[config.mk]
export PLATFORM = sky130hd
export DESIGN_NAME = pba_div
export DESIGN_NICKNAME = d
export VERILOG_FILES = /design/src/design/pba_pkg.sv /design/src/design/pba_div.sv
export SDC_FILE = /design/constraint.sdc
export NUM_CORES = 1
export LEC_CHECK = 0
export ABC_CLOCK_PERIOD_IN_PS = 10700
export BUFFER_PORTS_ARGS = -buffer_cell sky130_fd_sc_hd__buf_4
export CORE_MARGIN = 5
export CORE_UTILIZATION = 55
export CTS_CLUSTER_SIZE = 20
export DETAILED_ROUTE_END_ITERATION = 7
export PLACE_DENSITY = 0.77
export SLEW_MARGIN = 20
export SYNTH_ARGS = -nofsm -noshare
export SYNTH_HDL_FRONTEND = slang
export SYNTH_SLANG_ARGS = --single-unit
[constraint.sdc]
create_clock -name clk -period 10.7 [get_ports clk]
set_input_delay 2.14 -clock clk [delete_from_list [all_inputs] [get_ports clk]]
set_output_delay 2.14 -clock clk [all_outputs]
set_load 0.005 [all_outputs]
[src/design/pba_pkg.sv]
`timescale 1ns / 1ps
`default_nettype none
// ----------------------------------------------------------------------------
// pba_pkg
// Shared types, register indexes and constants of the pixel brightness block.
// ----------------------------------------------------------------------------
package pba_pkg;

  typedef struct packed {
    logic [7:0] in_red;
    logic [7:0] in_green;
    logic [7:0] in_blue;
    logic [7:0] in_alpha;
  } pix_in_t;

  typedef struct packed {
    logic [7:0] out_red;
    logic [7:0] out_green;
    logic [7:0] out_blue;
    logic [7:0] out_alpha;
  } pix_out_t;

  localparam int CFG_IDX_W = 1;
  localparam int PCT_W     = 14;

  localparam logic [CFG_IDX_W-1:0] CFG_ADJUST_PERCENT = 1'd0;
  localparam logic [CFG_IDX_W-1:0] CFG_DARKEN_MODE    = 1'd1;

  localparam int DIV_STAGES = 4;
  localparam int DIV_BITS   = 4;

  typedef struct packed {
    logic [13:0] rem;
    logic [15:0] nq;
    logic [13:0] den;
  } div_stage_t;

  localparam logic [15:0] HUE_SECTOR = 16'd6000;
  localparam logic [15:0] HUE_TURN   = 16'd36000;
  localparam logic [20:0] FRAC_SCALE = 21'd1530000;
  localparam logic [19:0] FRAC_RECIP = 20'd718635;

  // Quotient 10000 / p for percents below one hundred.
  localparam logic [13:0] RECIP_PCT [128] = '{
    14'd0,    14'd10000, 14'd5000, 14'd3333, 14'd2500, 14'd2000, 14'd1666, 14'd1428,
    14'd1250, 14'd1111,  14'd1000, 14'd909,  14'd833,  14'd769,  14'd714,  14'd666,
    14'd625,  14'd588,   14'd555,  14'd526,  14'd500,  14'd476,  14'd454,  14'd434,
    14'd416,  14'd400,   14'd384,  14'd370,  14'd357,  14'd344,  14'd333,  14'd322,
    14'd312,  14'd303,   14'd294,  14'd285,  14'd277,  14'd270,  14'd263,  14'd256,
    14'd250,  14'd243,   14'd238,  14'd232,  14'd227,  14'd222,  14'd217,  14'd212,
    14'd208,  14'd204,   14'd200,  14'd196,  14'd192,  14'd188,  14'd185,  14'd181,
    14'd178,  14'd175,   14'd172,  14'd169,  14'd166,  14'd163,  14'd161,  14'd158,
    14'd156,  14'd153,   14'd151,  14'd149,  14'd147,  14'd144,  14'd142,  14'd140,
    14'd138,  14'd136,   14'd135,  14'd133,  14'd131,  14'd129,  14'd128,  14'd126,
    14'd125,  14'd123,   14'd121,  14'd120,  14'd119,  14'd117,  14'd116,  14'd114,
    14'd113,  14'd112,   14'd111,  14'd109,  14'd108,  14'd107,  14'd106,  14'd105,
    14'd104,  14'd103,   14'd102,  14'd101,  14'd0,    14'd0,    14'd0,    14'd0,
    14'd0,    14'd0,     14'd0,    14'd0,    14'd0,    14'd0,    14'd0,    14'd0,
    14'd0,    14'd0,     14'd0,    14'd0,    14'd0,    14'd0,    14'd0,    14'd0,
    14'd0,    14'd0,     14'd0,    14'd0,    14'd0,    14'd0,    14'd0,    14'd0
  };

endpackage
`default_nettype wire

[src/design/pba_div.sv]
`timescale 1ns / 1ps
`default_nettype none
// ----------------------------------------------------------------------------
// pba_div
// Pipelined restoring divider: 24-bit dividend, 14-bit divisor, 16-bit
// quotient, four quotient bits per stage.
// ----------------------------------------------------------------------------
module pba_div (
  input  logic        clk,
  input  logic        en,
  input  logic [23:0] num,
  input  logic [13:0] den,
  output logic [15:0] quo
);

  pba_pkg::div_stage_t stg_r   [pba_pkg::DIV_STAGES];
  pba_pkg::div_stage_t stg_nxt [pba_pkg::DIV_STAGES];
  pba_pkg::div_stage_t init;

  function automatic pba_pkg::div_stage_t div_step(pba_pkg::div_stage_t x);
    pba_pkg::div_stage_t y;
    logic [14:0]         t;
    y = x;
    for (int j = 0; j < pba_pkg::DIV_BITS; j++) begin
      t = {y.rem, y.nq[15]};
      if (t >= {1'b0, y.den}) begin
        t    = t - {1'b0, y.den};
        y.nq = {y.nq[14:0], 1'b1};
      end else begin
        y.nq = {y.nq[14:0], 1'b0};
      end
      y.rem = t[13:0];
    end
    return y;
  endfunction

  always_comb begin
    init.rem   = {6'd0, num[23:16]};
    init.nq    = num[15:0];
    init.den   = den;
    stg_nxt[0] = div_step(init);
    for (int k = 1; k < pba_pkg::DIV_STAGES; k++) begin
      stg_nxt[k] = div_step(stg_r[k-1]);
    end
  end

  always_ff @(posedge clk) begin
    if (en) begin
      for (int k = 0; k < pba_pkg::DIV_STAGES; k++) begin
        stg_r[k] <= stg_nxt[k];
      end
    end
  end

  assign quo = stg_r[pba_pkg::DIV_STAGES-1].nq;

endmodule
`default_nettype wire

==> summary.md <==
| Metric | Value |
|---|---|
| Placer Congestion | 0.970 |
| Inserted Clock Buffers | 17 |
| WP data arrival | 10.25 ns |
| Fin. Hold Viols | 0 |
| Clk buf depth | 2 |
| Layout cell share with drive strength beyond 1 | 0.175 |
| Number of global-route vias before repair | 14300 |
| DRC violations left | 0 |
| First-pass GRT wire length | 72100 µm |
| Final Setup Violations | 0 |
| Cell Area, Synth | 16700 µm² |
| Critical path's top delay family | compound AO/OA/AOI/OAI gates |
| Max-cap violations | 0 |
| Ys async rst share | 0 |
| Crit start category | input pin |
| Die W | 184 µm |
| Top flop regs | stg_r (148) |
| Syn nets | 2095 |
| Register area share after synthesis | 0.266 |
| Final slew viol count | 0 |
| Die footprint | 34000 µm² |
| WL/cell | 18.7 µm |
| Vias after detailed routing | 14700 |
| Port Buffers | 55 |
| Commonest non-fill, non-tap cell in the layout | ha_1 |
| Initial antenna violation count | 0 |
| CP max stage cell | fa_1 |
| Commonest register cell after synthesis | edfxtp_1 |
| WHS | 0.416 ns |
| Status | complete, no violations |
| Max reg flops | 148 |
| EDFF count, synth | 148 |
| Crit-path max FO | 15 |
| # IOs | 56 |
| Clk_skew | 0.0102 ns |
| Area delta synth->final | 13.4% |
| H-tree Lvls | 4 |
| Yosys reg bits | 148 |
| CTS tree | done |
| Commonest non-fill, non-tap cells in the layout | ha_1, a21oi_1, buf_4, edfxtp_1, nor2_1 |
| YS warnings | 0 |
| Critical Path RT | 10.88 ns |
| Critical Path End Type | flip-flop |
| Largest net degree at the start of global routing | 76 |
| Fin crit share | 0.941 |
| Yosys top cell by area | edfxtp_1 |
| Cell variety after synth | 87 |
| Clock slew at reported path FFs | 0.07 ns |
| Worst rel slew slack | 0.385 |
| DRT iter0 DRCs | 1162 |
| Synth top area share | 0.266 |
| Worst-Margin Slew | 0.923 ns |
| Wirelength, routed | 44400 µm |
| Gr ovfl total | 0 |
| Detailed Place HPWL | 35700 µm |
| Max Freq | 99.3 MHz |
| Root Driver | clkbuf_16 |
| Cell row count | 63 |
| Effective utilization at floorplan | 0.561 |
| Drt via density | 6.18 |
| Fin nets | 2246 |
| Sink Count | 148 |
| Mapped Cells | 1821 |
| Ant diodes | 0 |
| Buf/Inv on CP | 8 |
| Worst setup path class | in -> reg |
| Minimum clock period | 10.07 ns |
| Finished Layout Cells | 2375 |
| Total Routing Usage GR | 0.261 |
| Clock latency on the worst-skew pair | 0.43 ns |
| Antenna viol nets, final | 0 |
| Post-Place Cells | 2339 |
| Pre-Repair DR Iteration Count | 5 |
| Chip Height | 184 µm |
| Area of the core | 29800 µm² |
| Average size of a mapped cell | 9.18 µm² |
| Top reg by flops | stg_r |
| Worst path most repeated cell | o21a_1 |
| Max incr delay on CP | 0.41 ns |
| Synth area leaders | edfxtp_1, ha_1, mux2_2, xnor2_1, a21oi_1 |
| Min-delay worst type | reg -> reg |
## metrics by stage
stage	util	instance area [µm²]	setup TNS (ns)	setup WS [ns]
after floorplan	-	16700	0	0.0142
after global placement	0.613	18300	-1.78	-0.149
after detailed placement	0.613	18300	-5.87	-0.435
after CTS	0.632	18800	0	0.000634
after global routing	0.636	19000	-0.00238	-0.00238
final	0.636	19000	0	0.634
## synthesized netlist by cell type (13+ instances only)
cell type	instances
nor2b_1	38
nand2_1	86
o21ai_0	115
ha_1	219
fa_1	15
clkbuf_1	13
nor3_1	21
o31a_1	13
nand2b_1	31
a21o_1	53
a221o_1	15
o21bai_1	14
o21a_1	30
and3_1	18
mux2_2	81
mux2i_1	35
nor4_1	14
xor2_1	47
xnor2_1	97
edfxtp_1	148
nor2_1	134
a211oi_1	19
nand3_1	35
inv_1	136
nand4_1	27
a21oi_1	162
or2_2	15
## per-layer routing
| layer | vias up | part of all wire | GRT usage | wire (µm) |
|---|---|---|---|---|
| met3 | 102 | 0.052 | 0.0288 | 2330 |
| li1 | 7134 | - | - | - |
| met5 | - | 0 | 0 | 0 |
| met4 | 0 | 0.032 | 0.0867 | 1420 |
| met1 | 6953 | 0.43 | 0.337 | 18900 |
| met2 | 480 | 0.49 | 0.457 | 21800 |
## final timing paths
kind	slack, ns	startpoint	endpoint	cells past startpoint
worst min register to register	0.42	stg_r[0][25]	stg_r[1][29]	0
worst min-delay path	0.42	stg_r[0][25]	stg_r[1][29]	0
worst max register to register	0.64	stg_r[0][1]	stg_r[1][39]	42
worst max-delay path	0.63	num[15]	stg_r[0][40]	43
## worst register-to-register path, delay by kind of cell, from the launching register on
family / cells / cell delay [ns]
AND/OR/NAND/NOR: 8 / 1.53
multiplexers: 1 / 0.16
AO/OA/AOI/OAI: 21 / 4.99
adder cells (fa/ha/maj): 4 / 1.28
flip-flops: 1 / 0.39
buffers and inverters: 8 / 1.47
## repair_timing
| action | 4_1_cts | 5_1_grt |
|---|---|---|
| endpoints found under the setup margin | 0 | 46 |
| setup buffers | 0 | 3 |
| hold endpoints to repair | 0 | 0 |
| gates resized for setup | 0 | 28 |
| hold buffers | 0 | 0 |
## cell type report
| cell class | count | area (µm²) |
|---|---|---|
| Multi-Input combinational cell | 1504 | 11700 |
| Fill cell | 2518 | 10800 |
| Sequential cell | 148 | 4440 |
| Timing Repair Buffer | 162 | 1260 |
| Inverter | 138 | 526 |
| Tap cell | 390 | 488 |
| Clock buffer | 17 | 425 |
| Clock inverter | 15 | 144 |
| Timing Repair inverter | 1 | 7.51 |
## cells by family after synthesis
group | after synthesis | share of synthesized area
mux | 126 | 0.0848
compound gates | 538 | 0.211
simple gates | 462 | 0.139
xor+xnor | 144 | 0.0754
flops | 148 | 0.266
buf+inv | 169 | 0.0415
fa+ha+maj | 234 | 0.182
Power is left out: the tool's default activity adds up to more than one toggle a clock period on the data nets, which glitch-free logic cannot reach.
